==> config.mk <==
export PLATFORM = sky130hd
export DESIGN_NAME = imuc_front_flat
export DESIGN_NICKNAME = d
export VERILOG_FILES = /design/src/rtl/core/imuc_pkg.sv /design/src/rtl/core/imuc_if.sv /design/src/rtl/core/imuc_front.sv /design/src/flat_wrapper.sv
export SDC_FILE = /design/constraint.sdc
export NUM_CORES = 1
export LEC_CHECK = 0
export BUFFER_PORTS_ARGS = -buffer_cell sky130_fd_sc_hd__buf_4
export CAP_MARGIN = 25
export CORE_AREA = 2 2 95 97
export DETAILED_ROUTE_END_ITERATION = 10
export DIE_AREA = 0 0 97 99
export PLACE_DENSITY = 0.62
export SLEW_MARGIN = 20
export SYNTH_ARGS = -nofsm -noshare
export SYNTH_HDL_FRONTEND = slang
export SYNTH_SLANG_ARGS = --single-unit
==> constraint.sdc <==
create_clock -name vclk -period 1.65
set_input_delay 0 -clock vclk [all_inputs]
set_output_delay 0 -clock vclk [all_outputs]
set_load 0.1 [all_outputs]
==> src/rtl/core/imuc_pkg.sv <==
// Shared types, widths and constants for the IMU tilt complementary filter.
// No dependencies; every other file of the block imports this package.
package imuc_pkg;

  localparam int AccW     = 16;  // accelerometer count width
  localparam int RateW    = 24;  // gyro rate width, Q15.8
  localparam int AngW     = 32;  // filtered angle width, Q15.16
  localparam int AxW      = 17;  // remapped axis; holds +32768
  localparam int SqW      = 31;  // square of one axis
  localparam int SumW     = 32;  // sum of two squares
  localparam int OpW      = 48;  // root operand, sum shifted up by 16
  localparam int RootW    = 24;  // floor square root, Q.8 magnitude
  localparam int RemW     = 27;  // partial remainder of the root
  localparam int CorW     = 28;  // rotation X and Y
  localparam int CzW      = 26;  // accumulated angle, degrees Q.16
  localparam int StepW    = 5;   // iteration counter
  localparam int RootSteps   = 24;
  localparam int CordicSteps = 18;
  localparam int PrW      = 45;  // rate times time step
  localparam int GW       = 34;  // gyro-integrated angle
  localparam int SW       = 52;  // weighted sum
  localparam int Deg90    = 90 * 65536;

  localparam int GyroWW   = 16;
  localparam int AccelWW  = 16;
  localparam int TimeStepW = 20;
  localparam int CfgAddrW = 4;
  localparam int CfgDataW = 32;

  localparam int QueueDepthDef = 2;

  // Register indexes on the configuration port.
  localparam logic [1:0] RegGyroWeight  = 2'd0;
  localparam logic [1:0] RegAccelWeight = 2'd1;
  localparam logic [1:0] RegTimeStep    = 2'd2;

  localparam logic [GyroWW-1:0]    GyroWeightRst  = 16'd64225;
  localparam logic [AccelWW-1:0]   AccelWeightRst = 16'd1311;
  localparam logic [TimeStepW-1:0] TimeStepRst    = 20'd10486;

  typedef struct packed {
    logic        [GyroWW-1:0]    gyro_weight;
    logic        [AccelWW-1:0]   accel_weight;
    logic        [TimeStepW-1:0] time_step;
  } imuc_cfg_t;

  // One queued sample with the accelerometer axes already remapped.
  typedef struct packed {
    logic signed [AxW-1:0]   ax;
    logic signed [AxW-1:0]   ay;
    logic signed [AxW-1:0]   az;
    logic signed [RateW-1:0] rate_x;
    logic signed [RateW-1:0] rate_y;
    logic signed [RateW-1:0] rate_z;
  } imuc_item_t;

  // atan(2^-i) in degrees, Q.16, rounded to nearest.
  function automatic logic signed [CzW-1:0] atan_lut(input logic [StepW-1:0] i);
    logic signed [CzW-1:0] v;
    case (i)
      5'd0:    v = 26'sd2949120;
      5'd1:    v = 26'sd1740967;
      5'd2:    v = 26'sd919879;
      5'd3:    v = 26'sd466945;
      5'd4:    v = 26'sd234379;
      5'd5:    v = 26'sd117304;
      5'd6:    v = 26'sd58666;
      5'd7:    v = 26'sd29335;
      5'd8:    v = 26'sd14668;
      5'd9:    v = 26'sd7334;
      5'd10:   v = 26'sd3667;
      5'd11:   v = 26'sd1833;
      5'd12:   v = 26'sd917;
      5'd13:   v = 26'sd458;
      5'd14:   v = 26'sd229;
      5'd15:   v = 26'sd115;
      5'd16:   v = 26'sd57;
      5'd17:   v = 26'sd29;
      default: v = '0;
    endcase
    return v;
  endfunction

endpackage

==> src/rtl/core/imuc_if.sv <==
// Handshake channel interfaces for the IMU tilt filter: samples in, angles out.
// Depends on imuc_pkg for the field widths.
interface imuc_in_if import imuc_pkg::*; ();
  logic                   valid;
  logic                   ready;
  logic signed [AccW-1:0] accel_x;
  logic signed [AccW-1:0] accel_y;
  logic signed [AccW-1:0] accel_z;
  logic signed [RateW-1:0] rate_x;
  logic signed [RateW-1:0] rate_y;
  logic signed [RateW-1:0] rate_z;

  modport source(output valid, accel_x, accel_y, accel_z, rate_x, rate_y, rate_z,
                 input ready);
  modport sink(input valid, accel_x, accel_y, accel_z, rate_x, rate_y, rate_z,
               output ready);
endinterface


==> src/rtl/core/imuc_front.sv <==
// Front end: takes input words, remaps the accelerometer axes and drops
// samples with an all-zero gravity vector. Depends on imuc_pkg and imuc_if.
module imuc_front import imuc_pkg::*; (
  imuc_in_if.sink    in_chan,
  input  logic       q_full,
  output logic       push,
  output imuc_item_t push_item
);

  logic signed [AxW-1:0] ay_ext;
  logic                  accel_zero;

  always_comb begin
    ay_ext     = AxW'(in_chan.accel_y);
    accel_zero = (in_chan.accel_x == '0) && (in_chan.accel_y == '0) &&
                 (in_chan.accel_z == '0);

    push_item.ax     = -ay_ext;
    push_item.ay     = AxW'(in_chan.accel_x);
    push_item.az     = AxW'(in_chan.accel_z);
    push_item.rate_x = in_chan.rate_x;
    push_item.rate_y = in_chan.rate_y;
    push_item.rate_z = in_chan.rate_z;

    in_chan.ready = !q_full;
    push          = in_chan.valid && !q_full && !accel_zero;
  end

endmodule

==> src/flat_wrapper.sv <==
// flat-port wrapper written by rule: the top's interface ports become plain ports
module imuc_front_flat import imuc_pkg::*;
  (q_full, push, push_item, in_chan_valid, in_chan_accel_x, in_chan_accel_y, in_chan_accel_z, in_chan_rate_x, in_chan_rate_y, in_chan_rate_z, in_chan_ready);
  imuc_in_if in_chan_i ();
  input  logic q_full;
  output logic push;
  output imuc_item_t push_item;
  input wire logic [$bits(in_chan_i.valid)-1:0] in_chan_valid;
  input wire logic [$bits(in_chan_i.accel_x)-1:0] in_chan_accel_x;
  input wire logic [$bits(in_chan_i.accel_y)-1:0] in_chan_accel_y;
  input wire logic [$bits(in_chan_i.accel_z)-1:0] in_chan_accel_z;
  input wire logic [$bits(in_chan_i.rate_x)-1:0] in_chan_rate_x;
  input wire logic [$bits(in_chan_i.rate_y)-1:0] in_chan_rate_y;
  input wire logic [$bits(in_chan_i.rate_z)-1:0] in_chan_rate_z;
  output wire logic [$bits(in_chan_i.ready)-1:0] in_chan_ready;
  assign in_chan_i.valid = in_chan_valid;
  assign in_chan_i.accel_x = in_chan_accel_x;
  assign in_chan_i.accel_y = in_chan_accel_y;
  assign in_chan_i.accel_z = in_chan_accel_z;
  assign in_chan_i.rate_x = in_chan_rate_x;
  assign in_chan_i.rate_y = in_chan_rate_y;
  assign in_chan_i.rate_z = in_chan_rate_z;
  assign in_chan_ready = in_chan_i.ready;
  imuc_front u_core (.in_chan(in_chan_i), .q_full(q_full), .push(push), .push_item(push_item));
endmodule
---- After elaboration in Yosys (flattened, before gate mapping) ----
Cells that the tools add are included.
operators by class
  add/subtract/negate cells ............... 1
  reductions and logical operators ........ 9
operators by type and width
  kind                  count
  zero test 16 bit      3
  negator 16 -> 17 bit  1
  logical AND 1 bit     4
  zero test 1 bit       2
word-level totals
  register bits after elaboration ......... 0
  input bits .............................. 122
  output and inout port bits .............. 125
  word-level logic and storage cells ...... 10

---- Logic depth before layout (Yosys ltp) ----
  word-level depth ........................ 5
  gate-level depth with buffers ........... 5
  depth with buffers taken out ............ 5

---- Least setup slack after synthesis ----
Ideal clock, no wire load.
  kind .................................... input port to output port
  from .................................... in q_full
  to ...................................... out push
  arrival ................................. 2.195 ns
  data required time ...................... 1.650 ns
  slack ................................... -0.545 ns
  stages .................................. 3
  buffers on the path ..................... 0
  cell sequence ........................... inv_1 -> nand2_1 -> a21oi_1
on the way
  cells in the longest elaborated chain, start to end .. 3
ends and longest elaborated chain
  what                            RTL line           source
  from (decl)                     flat_wrapper.sv:5  input logic q_full;
  zero test 1 bit                 imuc_front.sv:26   push = in_chan.valid && !q_full && !accel_zero;
  logical AND 1 bit (2 in a row)  imuc_front.sv:26
  to (decl)                       flat_wrapper.sv:6  output logic push;
Every way passes these cells.

==> metrics.md <==
| Metric | Value |
|---|---|
| Reg area | `0 um^2` |
| Slowest-stage cell, CP | `or4_4` |
| Most common cell after layout, fill and taps aside | `buf_4` |
| Iteration-0 DRC Markers | `7` |
| Hold WC Path Type | `primary input to output pin` |
| Post-DP HPWL | `3.632 mm` |
| Cell Int Power | `200.8 uW` |
| Max-cap viol count | `0` |
| Hold path cells | `0` |
| Vias in the first global route | `1010` |
| Metal3 WL | `523 um` |
| Die Width | `97 um` |
| Input/output buffers | `103` |
| Worst Path Buf+Inv | `2` |
| Status | `completed` |
| Place WS | `0.1033 ns` |
| Grt total ovfl | `0` |
| Clock share of power | `0` |
| Cts hold-fix bufs | `0` |
| CP most frequent cell | `buf_4` |
| Share of power burned in registers | `0` |
| Clkbuf count | `0` |
| Post-synth cell types | `19` |
| Critical path depth | `6` |
| Minimum clock period | `1.535 ns` |
| M1 WL | `1.097 mm` |
| Resized Gates After CTS | `0` |
| CP endpoint kind | `output pin` |
| Largest net degree at the start of global routing | `6` |
| Setup Viol. Count Final | `0` |
| CP startpoint kind | `primary input` |
| Via count | `965` |
| DR WL met2 | `2.069 mm` |
| Switching part of the total | `0.7634` |
| Num ports | `247` |
| Cell family with most CP delay | `simple AND/OR/NAND/NOR gates` |
| RD Place Congestion | `0.8148` |
| Post-Synthesis Cells | `164` |
| Maximum clock rate | `0.6513 GHz` |
| Post-route ant nets | `0` |
| Final Cycle Share | `0.9306` |
| Most frequent cells in the layout | `106 x buf_4, 10 x nor4_1, 8 x xnor2_2, 7 x nor2_1, 5 x nor3_1` |
| Crit-path cells | `buf_4, or3_4, or4_4, nor2_2, xnor2_2, buf_4` |
| Max VDD drop | `147.7 uV` |
| Largest area contributor in the netlist | `buf_4` |
| Critical path arrival | `1.54 ns` |
| Max-slew violation count | `0` |
| Hold endpoint | `push_item[69]` |
| Post-CTS setup buffer count | `0` |
| FF+latch count | `0` |
| Crit Path Class | `primary input to output pin` |
| First-pass GRT wire length | `5.706 mm` |
| Req. time, crit path | `1.65 ns` |
| Yosys warns | `0` |
| Top routing layer in use | `met4` |
| Cell Pwr Density | `599.7 mW/mm^2` |
| Core Area | `0.008551 mm^2` |
| Layout Nets | `288` |
| Via density | `3.561` |
| Initial core utilization | `0.1371` |
| Part of the power in combinational logic | `1.000` |
| # diodes | `0` |
| Sequential share of the synthesized area | `0` |
| Filler cells | `949` |
| DRT Wirelength | `3.947 mm` |
| Initial antenna violation count | `0` |
| Share of the synthesized area in the top cell type | `0.6852` |
| Hold Fails Final Rpt | `0` |
| Syn Nets | `287` |
| CP Max Fanout | `5` |
| Row cnt | `34` |
| GR Util All Layers | `0.07483` |
| Syn avg cell area | `7.149 um^2` |
| Area grow syn2layout | `20.70%` |
| Max stage delay on crit path | `0.42 ns` |
| Detailed Routing Iterations Pass 1 | `2` |
| Residual DRC | `0` |
| Worst Slack Setup Final | `0.1146 ns` |
| Dominant cells by area after synthesis | `buf_4 69%, xnor2_1 6.7%, nor4_1 5.3%` |
| Relative slew slack | `0.7127` |
| Layout cells sized above 1 | `0.7730` |
| Total Neg Setup Slack | `0 ns` |
| Synth Cell Area | `0.001172 mm^2` |
| Hold Crit Start | `in_chan_rate_x[21]` |
| Net Switching | `647.9 uW` |
| RSZ-0062 raised after global routing | `no` |
| Worst Tran Pin Value | `0.4270 ns` |
| Die Ht | `99 um` |
| Leakage | `0.6431 nW` |
| WL per Instance | `14.56 um` |
| Die area | `0.009603 mm^2` |
[final cells by class]
type / instances / area (um^2) / area share
Inverter: 3 / 11.26 / 0.007958
Multi-Input combinational cell: 54 / 473.0 / 0.3342
Timing Repair Buffer: 106 / 795.8 / 0.5623
Tap cell: 108 / 135.1 / 0.09549
[worst max-delay path by stage]
stage,start,end,slack (ns)
finish,in_chan_accel_y[8],push_item[119],0.11
global placement,in_chan_accel_y[8],push_item[121],0.12
global route,in_chan_accel_y[4],push_item[118],0.03
floorplan,in_chan_accel_y[4],push_item[115],0.0006
CTS,in_chan_accel_y[8],push_item[119],0.10
detailed placement,in_chan_accel_y[8],push_item[119],0.10
[per-layer routing]
layer | vias to the layer above | GRT usage
li1 | 416 | -
met1 | 420 | 0.06641
met2 | 91 | 0.1437
met3 | 38 | 0.02624
met4 | 0 | 0.04659
met5 | - | 0
[cells by family (layout without fill, tap and decap cells)]
group,after synthesis,after routing,share of synthesized area
buffers and inverters,110,109,0.6948
and+or+nand+nor,38,38,0.1857
xor gates and xnor gates,14,14,0.1046
adders and majority gates,1,1,0.01067
AOI/OAI and AO/OA,1,1,0.004265
[metrics by stage]
step	utilization	std cells	total power, mW	cell area [um^2]	hold slack, ns
final	0.1655	271	0.8487	1415	0.00003325
after detailed placement	0.1655	271	0.8563	1415	0.0006813
after floorplan	-	164	1.485	1287	0.1759
after global placement	0.1655	271	0.8521	1415	0.0006813
after CTS	0.1655	271	0.8574	1415	0.0006813
after global routing	0.1655	271	0.8749	1415	0.0001428
[cells in the mapped netlist (all sizes together)]
cell type / number
nor4: 10
a21oi: 1
inv: 3
nand3: 2
xnor2: 9
buf: 107
nand4: 2
nor2: 9
nand2: 4
nor3: 6
or4: 1
ha: 1
nand2b: 1
or3: 3
xor2: 5
[power by group through the flow]
stage	Sequential, mW	Clock [mW]	Combinational, mW
floorplan	0	0	1.49
global placement	0	0	0.852
detailed placement	0	0	0.856
CTS	0	0	0.857
global route	0	0	0.875
finish	0	0	0.849
(Power assumes the default switching activity.)
