==> src/rtl/core/imuc_pkg.sv <==
// Shared types, widths and constants for the IMU tilt complementary filter.
// No dependencies; every other file of the block imports this package.
package imuc_pkg;

  localparam int AccW     = 16;  // accelerometer count width
  localparam int RateW    = 24;  // gyro rate width, Q15.8
  localparam int AngW     = 32;  // filtered angle width, Q15.16
  localparam int AxW      = 17;  // remapped axis; holds +32768
  localparam int SqW      = 31;  // square of one axis
  localparam int SumW     = 32;  // sum of two squares
  localparam int OpW      = 48;  // root operand, sum shifted up by 16
  localparam int RootW    = 24;  // floor square root, Q.8 magnitude
  localparam int RemW     = 27;  // partial remainder of the root
  localparam int CorW     = 28;  // rotation X and Y
  localparam int CzW      = 26;  // accumulated angle, degrees Q.16
  localparam int StepW    = 5;   // iteration counter
  localparam int RootSteps   = 24;
  localparam int CordicSteps = 18;
  localparam int PrW      = 45;  // rate times time step
  localparam int GW       = 34;  // gyro-integrated angle
  localparam int SW       = 52;  // weighted sum
  localparam int Deg90    = 90 * 65536;

  localparam int GyroWW   = 16;
  localparam int AccelWW  = 16;
  localparam int TimeStepW = 20;
  localparam int CfgAddrW = 4;
  localparam int CfgDataW = 32;

  localparam int QueueDepthDef = 2;

  // Register indexes on the configuration port.
  localparam logic [1:0] RegGyroWeight  = 2'd0;
  localparam logic [1:0] RegAccelWeight = 2'd1;
  localparam logic [1:0] RegTimeStep    = 2'd2;

  localparam logic [GyroWW-1:0]    GyroWeightRst  = 16'd64225;
  localparam logic [AccelWW-1:0]   AccelWeightRst = 16'd1311;
  localparam logic [TimeStepW-1:0] TimeStepRst    = 20'd10486;

  typedef struct packed {
    logic        [GyroWW-1:0]    gyro_weight;
    logic        [AccelWW-1:0]   accel_weight;
    logic        [TimeStepW-1:0] time_step;
  } imuc_cfg_t;

  // One queued sample with the accelerometer axes already remapped.
  typedef struct packed {
    logic signed [AxW-1:0]   ax;
    logic signed [AxW-1:0]   ay;
    logic signed [AxW-1:0]   az;
    logic signed [RateW-1:0] rate_x;
    logic signed [RateW-1:0] rate_y;
    logic signed [RateW-1:0] rate_z;
  } imuc_item_t;

  // atan(2^-i) in degrees, Q.16, rounded to nearest.
  function automatic logic signed [CzW-1:0] atan_lut(input logic [StepW-1:0] i);
    logic signed [CzW-1:0] v;
    case (i)
      5'd0:    v = 26'sd2949120;
      5'd1:    v = 26'sd1740967;
      5'd2:    v = 26'sd919879;
      5'd3:    v = 26'sd466945;
      5'd4:    v = 26'sd234379;
      5'd5:    v = 26'sd117304;
      5'd6:    v = 26'sd58666;
      5'd7:    v = 26'sd29335;
      5'd8:    v = 26'sd14668;
      5'd9:    v = 26'sd7334;
      5'd10:   v = 26'sd3667;
      5'd11:   v = 26'sd1833;
      5'd12:   v = 26'sd917;
      5'd13:   v = 26'sd458;
      5'd14:   v = 26'sd229;
      5'd15:   v = 26'sd115;
      5'd16:   v = 26'sd57;
      5'd17:   v = 26'sd29;
      default: v = '0;
    endcase
    return v;
  endfunction

endpackage

==> src/rtl/core/imuc_queue.sv <==
// Short queue of classified samples between the front end and the back end.
// Depends on imuc_pkg for the item type.
module imuc_queue import imuc_pkg::*; #(
  parameter int Depth = QueueDepthDef
) (
  input  logic       clk,
  input  logic       rst_n,
  input  logic       push,
  input  imuc_item_t push_item,
  input  logic       pop,
  output imuc_item_t pop_item,
  output logic       full,
  output logic       empty
);

  localparam int PtrW = (Depth > 1) ? $clog2(Depth) : 1;
  localparam int CntW = $clog2(Depth + 1);

  imuc_item_t        mem_r [Depth];
  logic [PtrW-1:0]   wr_ptr_r;
  logic [PtrW-1:0]   rd_ptr_r;
  logic [CntW-1:0]   count_r;

  assign full     = (count_r == CntW'(Depth));
  assign empty    = (count_r == '0);
  assign pop_item = mem_r[rd_ptr_r];

  always_ff @(posedge clk) begin
    if (push) begin
      mem_r[wr_ptr_r] <= push_item;
    end
  end

  always_ff @(posedge clk) begin
    if (!rst_n) begin
      wr_ptr_r <= '0;
      rd_ptr_r <= '0;
      count_r  <= '0;
    end else begin
      if (push) begin
        wr_ptr_r <= (wr_ptr_r == PtrW'(Depth - 1)) ? '0 : wr_ptr_r + 1'b1;
      end
      if (pop) begin
        rd_ptr_r <= (rd_ptr_r == PtrW'(Depth - 1)) ? '0 : rd_ptr_r + 1'b1;
      end
      if (push && !pop) begin
        count_r <= count_r + 1'b1;
      end else if (pop && !push) begin
        count_r <= count_r - 1'b1;
      end
    end
  end

endmodule

==> config.mk <==
export PLATFORM = sky130hd
export DESIGN_NAME = imuc_queue
export DESIGN_NICKNAME = d
export VERILOG_FILES = /design/src/rtl/core/imuc_pkg.sv /design/src/rtl/core/imuc_queue.sv
export SDC_FILE = /design/constraint.sdc
export NUM_CORES = 1
export LEC_CHECK = 0
export BUFFER_PORTS_ARGS = -buffer_cell sky130_fd_sc_hd__buf_2
export CAP_MARGIN = 20
export CELL_PAD_IN_SITES_DETAIL_PLACEMENT = 0
export CELL_PAD_IN_SITES_GLOBAL_PLACEMENT = 1
export CORE_UTILIZATION = 48
export DETAILED_ROUTE_END_ITERATION = 10
export PLACE_DENSITY = 0.85
export SYNTH_ARGS = -nofsm -noshare
export SYNTH_HDL_FRONTEND = slang
export SYNTH_SLANG_ARGS = --single-unit
export TNS_END_PERCENT = 20
==> constraint.sdc <==
create_clock -name clk -period 18.3 [get_ports clk]
set_input_delay 0.915 -clock clk [delete_from_list [all_inputs] [get_ports clk]]
set_output_delay 0.915 -clock clk [all_outputs]
set_load 0.005 [all_outputs]
* Yosys cells after proc, flatten, opt, wreduce, memory -nomap -nowiden
Memories as Yosys holds them, arrays and structs flattened. A register that Yosys moved wholly into a read port is not among the register bits.
Index checks and enable logic that the tools add are counted.
** Operators by class
- Divide/modulo/power cells :: 0
- Shift operators :: 0
- $mul :: 0
- Add/sub/neg operators :: 4
- Bitwise gates (word level) :: 0
- Muxes and demuxes :: 8
- Order comparisons :: 0
- Eq/ne operators :: 1
- Reductions and logical operators :: 6
** Operators with widths (number)
- 1-bit two-way mux :: 6
- 2-bit two-way mux :: 2
- 1-bit adder, second input constant :: 2
- 2-bit by 1-bit adder with 2-bit output, second input constant :: 1
- 2-bit equality test, second input constant :: 1
- 1-bit logical AND :: 2
- 1-bit logical NOT :: 2
- 2-bit logical NOT :: 1
- 2-bit nonzero test :: 1
- 2-bit by 1-bit subtractor with 2-bit output, second input constant :: 1
** Storage, ports and cells
- Register bits after elaboration :: 4
- Memory bits (writable) :: 246
- ROM bits :: 0
- Memories :: 1
- Latch bits :: 0
- Logic and storage cells :: 23
** Memory list
- mem_r :: words 2, bits a word 123, read ports 1, clocked after Yosys merged registers in 1, wr ports 1, RTL line imuc_queue.sv:19 : imuc_item_t mem_r [Depth];

* Depth between registers and ports, before layout
- Depth in word-level cells :: 4
- Depth in mapped cells :: 5
- Gate-level depth less buffers :: 5

* Least setup slack after synthesis
OpenSTA, ideal clock, no wires.
- Path type :: input -> register
- Start point :: input port push
- End point :: memory mem_r[0][0] in the netlist's numbering (enable)
- Setup slack :: 11.398 ns
- Setup time :: 0.621 ns
- Arrival :: 6.281 ns
- Required time :: 17.679 ns
- Stages :: 1
- Path through :: nor2b_1
** On the way
- Word-level cells in the longest chain between the ends :: 2
** RTL lines
- from (decl) :: RTL line imuc_queue.sv:8 : input logic push,
- 1-bit two-way mux :: RTL line imuc_queue.sv:29 : if (push) begin
- 1-bit two-way mux (not written as such) :: RTL line imuc_queue.sv:30 : mem_r[wr_ptr_r] <= push_item;
- to (decl) :: RTL line imuc_queue.sv:19
No other way between the ends.

==> impl_metrics.sql <==
INSERT INTO impl_metrics (metric_group, metric, value, unit) VALUES
('sta', 'setup-violations-final', '0', ''),
('critical_path', 'crit_arrival', '2.88', 'ns'),
('power_and_ir_drop', 'static-leakage-power', '4.55', 'nW'),
('detailed_routing', 'wl_per_cell', '17.7', 'um'),
('clock_tree', 'cts_buffers', '26', ''),
('synthesis', 'syn_area', '9380', 'um2'),
('power_and_ir_drop', 'ir_drop', '0.0834', 'mV'),
('detailed_routing', 'wl_met3', '1.64', 'mm'),
('floorplanning', 'floorplan.die.height', '142', 'um'),
('synthesis', 'ff_latch_count_synth', '251', ''),
('clock_tree', 'clock_insertion_delay_worst_skew', '0.52', 'ns'),
('detailed_routing', 'drt_iter0_markers', '193', ''),
('finish', 'final_layout_size_suffix_gt1_frac', '0.599', ''),
('floorplanning', 'fp.dieW', '142', 'um'),
('outcome', 'run_status', 'finished clean', ''),
('floorplanning', 'fp.dieArea', '20100', 'um2'),
('finish', 'most-common-layout-cells', 'sky130_fd_sc_hd__buf_2 (251), sky130_fd_sc_hd__edfxtp_1 (246), sky130_fd_sc_hd__mux2_4 (70), sky130_fd_sc_hd__mux2_2 (53), sky130_fd_sc_hd__clkbuf_16 (27)', ''),
('power_and_ir_drop', 'intPower', '1.03', 'mW'),
('clock_tree', 'clk_pin_slew_worst_paths', '0.06', 'ns'),
('clock_tree', 'post_cts_resized', '0', ''),
('critical_path', 'crit-reg2reg-launch', 'wr_ptr_r$_SDFFE_PN0P_', ''),
('detailed_routing', 'antenna_violating_nets_post_route', '0', ''),
('critical_path', 'classification_of_the_worst_setup_path', 'reg -> out', ''),
('critical_path', 'crit_path_start_kind', 'flop', ''),
('clock_tree', 'clockRootBuffer', 'sky130_fd_sc_hd__clkbuf_16', ''),
('critical_path', 'worstReg2RegEnd', 'mem_r[1][102]$_DFFE_PP_', ''),
('placed_design', 'gpl.final_weighted_congestion', '0.735', ''),
('sta', 'achievable-frequency', '263', 'MHz'),
('detailed_routing', 'detailroute.via_count', '4668', ''),
('detailed_routing', 'met2WireLength', '8.41', 'mm'),
('detailed_routing', 'route.final.wire_length', '16.9', 'mm'),
('global_route', 'grt_pass1_wl', '25.0', 'mm'),
('clock_tree', 'post-cts-setup-buffers', '0', ''),
('global_route', 'global_route.overflow_total', '0', ''),
('critical_path', 'reg2reg_setup_slack', '15.97', 'ns'),
('detailed_routing', 'top_layer_used', 'met5', ''),
('sta', 'grt_setup_unrepaired', 'no', ''),
('finish', 'synthToLayoutAreaGrowth', '24.9', '%'),
('synthesis', 'synth.distinct_cells', '18', ''),
('synthesis', 'synthesis.yosys.warnings', '0', ''),
('finish', 'final_net_count', '803', ''),
('clock_tree', 'clock-sinks', '251', ''),
('synthesis', 'leading_post_synthesis_cells_by_cell_area', 'sky130_fd_sc_hd__edfxtp_1 (79%), sky130_fd_sc_hd__mux2_4 (11%), sky130_fd_sc_hd__mux2_2 (6.4%), sky130_fd_sc_hd__dfxtp_1 (1.1%), sky130_fd_sc_hd__buf_6 (0.96%)', ''),
('worst_hold_path', 'timing.hold.worst_path_depth', '2', ''),
('synthesis', 'syn-num-nets', '533', ''),
('worst_hold_path', 'worst_hold_class', 'reg -> reg', ''),
('clock_tree', 'tritoncts_clock_tree', 'built', ''),
('placed_design', 'placed_cells_incl_taps', '906', ''),
('detailed_routing', 'post-route-drc-count', '0', ''),
('sta', 'tightest_slew', '0.923', 'ns'),
('global_route', 'grt_usage', '0.163', ''),
('clock_tree', 'cts_max_level', '1', ''),
('floorplanning', 'ios', '252', ''),
('finish', 'post-route-cell-area', '11700', 'um2'),
('detailed_routing', 'number_of_vias_per_cell_after_detailed_routing', '4.89', ''),
('sta', 'hold_viol', '0', ''),
('critical_path', 'crit_chain', 'buf_4, buf_16, mux2_2, buf_2', ''),
('sta', 'timing.final.crit_share', '0.208', ''),
('finish', 'most_common_cell_after_layout_fill_and_taps_aside', 'sky130_fd_sc_hd__buf_2', ''),
('floorplanning', 'core_area', '19000', 'um2'),
('power_and_ir_drop', 'cellPowerDensity', '110', 'nW/um2'),
('detailed_routing', 'route.layer.met1.wl', '6.34', 'mm'),
('detailed_routing', 'drtPass1Iterations', '4', ''),
('synthesis', 'synth_area_per_cell', '23.2', 'um2'),
('worst_hold_path', 'hold_end', 'count_r[1]$_SDFFE_PN0P_', ''),
('worst_hold_path', 'min-delay-start', 'count_r[1]$_SDFFE_PN0P_', ''),
('power_and_ir_drop', 'power.total', '1.29', 'mW'),
('critical_path', 'crit_path_top_delay_cell', 'sky130_fd_sc_hd__dfxtp_4', ''),
('finish', 'final_cell_count_no_fill', '955', ''),
('power_and_ir_drop', 'proportion_of_power_drawn_by_combinational_gates', '0.094', ''),
('synthesis', 'synth.largest_area_cell', 'sky130_fd_sc_hd__edfxtp_1', '');
## logic make-up after synthesis
logic type	count (synthesis)	synth area share
AND/OR/NAND/NOR	9	0.00573
adder cells (fa/ha/maj)	1	0.00133
flip-flops	251	0.798
multiplexers	123	0.176
buffers and inverters	15	0.0143
XOR/XNOR	3	0.00280
AO/OA/AOI/OAI	3	0.00213
## per-layer routing
metal / track usage / vias up
met3: 0.0547 / 42
met4: 0.0623 / 2
li1: - / 2156
met5: 0 / -
met1: 0.187 / 2263
met2: 0.281 / 205
## synthesized netlist by cell type
| master | count |
|---|---|
| sky130_fd_sc_hd__buf_8 | 1 |
| sky130_fd_sc_hd__buf_2 | 5 |
| sky130_fd_sc_hd__xnor2_1 | 1 |
| sky130_fd_sc_hd__o21ai_0 | 1 |
| sky130_fd_sc_hd__ha_1 | 1 |
| sky130_fd_sc_hd__inv_1 | 1 |
| sky130_fd_sc_hd__buf_6 | 8 |
| sky130_fd_sc_hd__nor2_1 | 1 |
| sky130_fd_sc_hd__or3_1 | 1 |
| sky130_fd_sc_hd__xor2_1 | 2 |
| sky130_fd_sc_hd__dfxtp_1 | 5 |
| sky130_fd_sc_hd__o21a_1 | 1 |
| sky130_fd_sc_hd__nor2b_1 | 3 |
| sky130_fd_sc_hd__a21boi_1 | 1 |
| sky130_fd_sc_hd__mux2_4 | 70 |
| sky130_fd_sc_hd__mux2_2 | 53 |
| sky130_fd_sc_hd__edfxtp_1 | 246 |
| sky130_fd_sc_hd__and2_1 | 4 |
## cell type report
class / instances / area, um2
sequential: 251 / 7490
multi-input combinational: 139 / 1770
clock inverter: 17 / 125
tap: 260 / 325
timing repair buffer: 256 / 1310
fill: 1352 / 7240
clock buffer: 30 / 687
antenna: 1 / 2.50
inverter: 1 / 3.75
## critical path: cells and delay by family (launching register included)
family                 cells  cell delay (ns)
buffers and inverters      3             0.99
flip-flops                 1             0.95
multiplexers               1             0.38
## worst max path at each step
stage               start                    end  slack, ns
finish               flop          pop_item[110]      14.50
global route         flop          pop_item[122]      14.35
CTS                  flop          pop_item[110]      14.26
detailed placement   flop          pop_item[110]      14.80
global placement     flop          pop_item[103]      14.87
floorplan            push  mem_r[0][0]$_DFFE_PP_      11.40
## power by group through the flow
stage	Combinational [mW]	Sequential [mW]	Clock, mW
CTS	0.123	0.679	0.506
floorplan	0.0750	0.686	0
detailed placement	0.123	0.691	0
finish	0.122	0.678	0.493
global placement	0.119	0.689	0
global route	0.132	0.681	0.529
## per-stage QoR
stage | util | setup slack, ns | hold slack, ns
final | 0.618 | 14.50 | 0.556
after global routing | 0.618 | 14.35 | 0.562
after CTS | 0.617 | 14.26 | 0.560
after detailed placement | 0.574 | 14.80 | 0.555
after global placement | 0.574 | 14.87 | 0.480
after floorplan | - | 11.40 | 0.466
## flip-flops by register name (all words and copies together) (netlist names), named ones only
name	flops
count_r	2
mem_r	246
rd_ptr_r	1
wr_ptr_r	1
(Power assumes the default switching activity.)
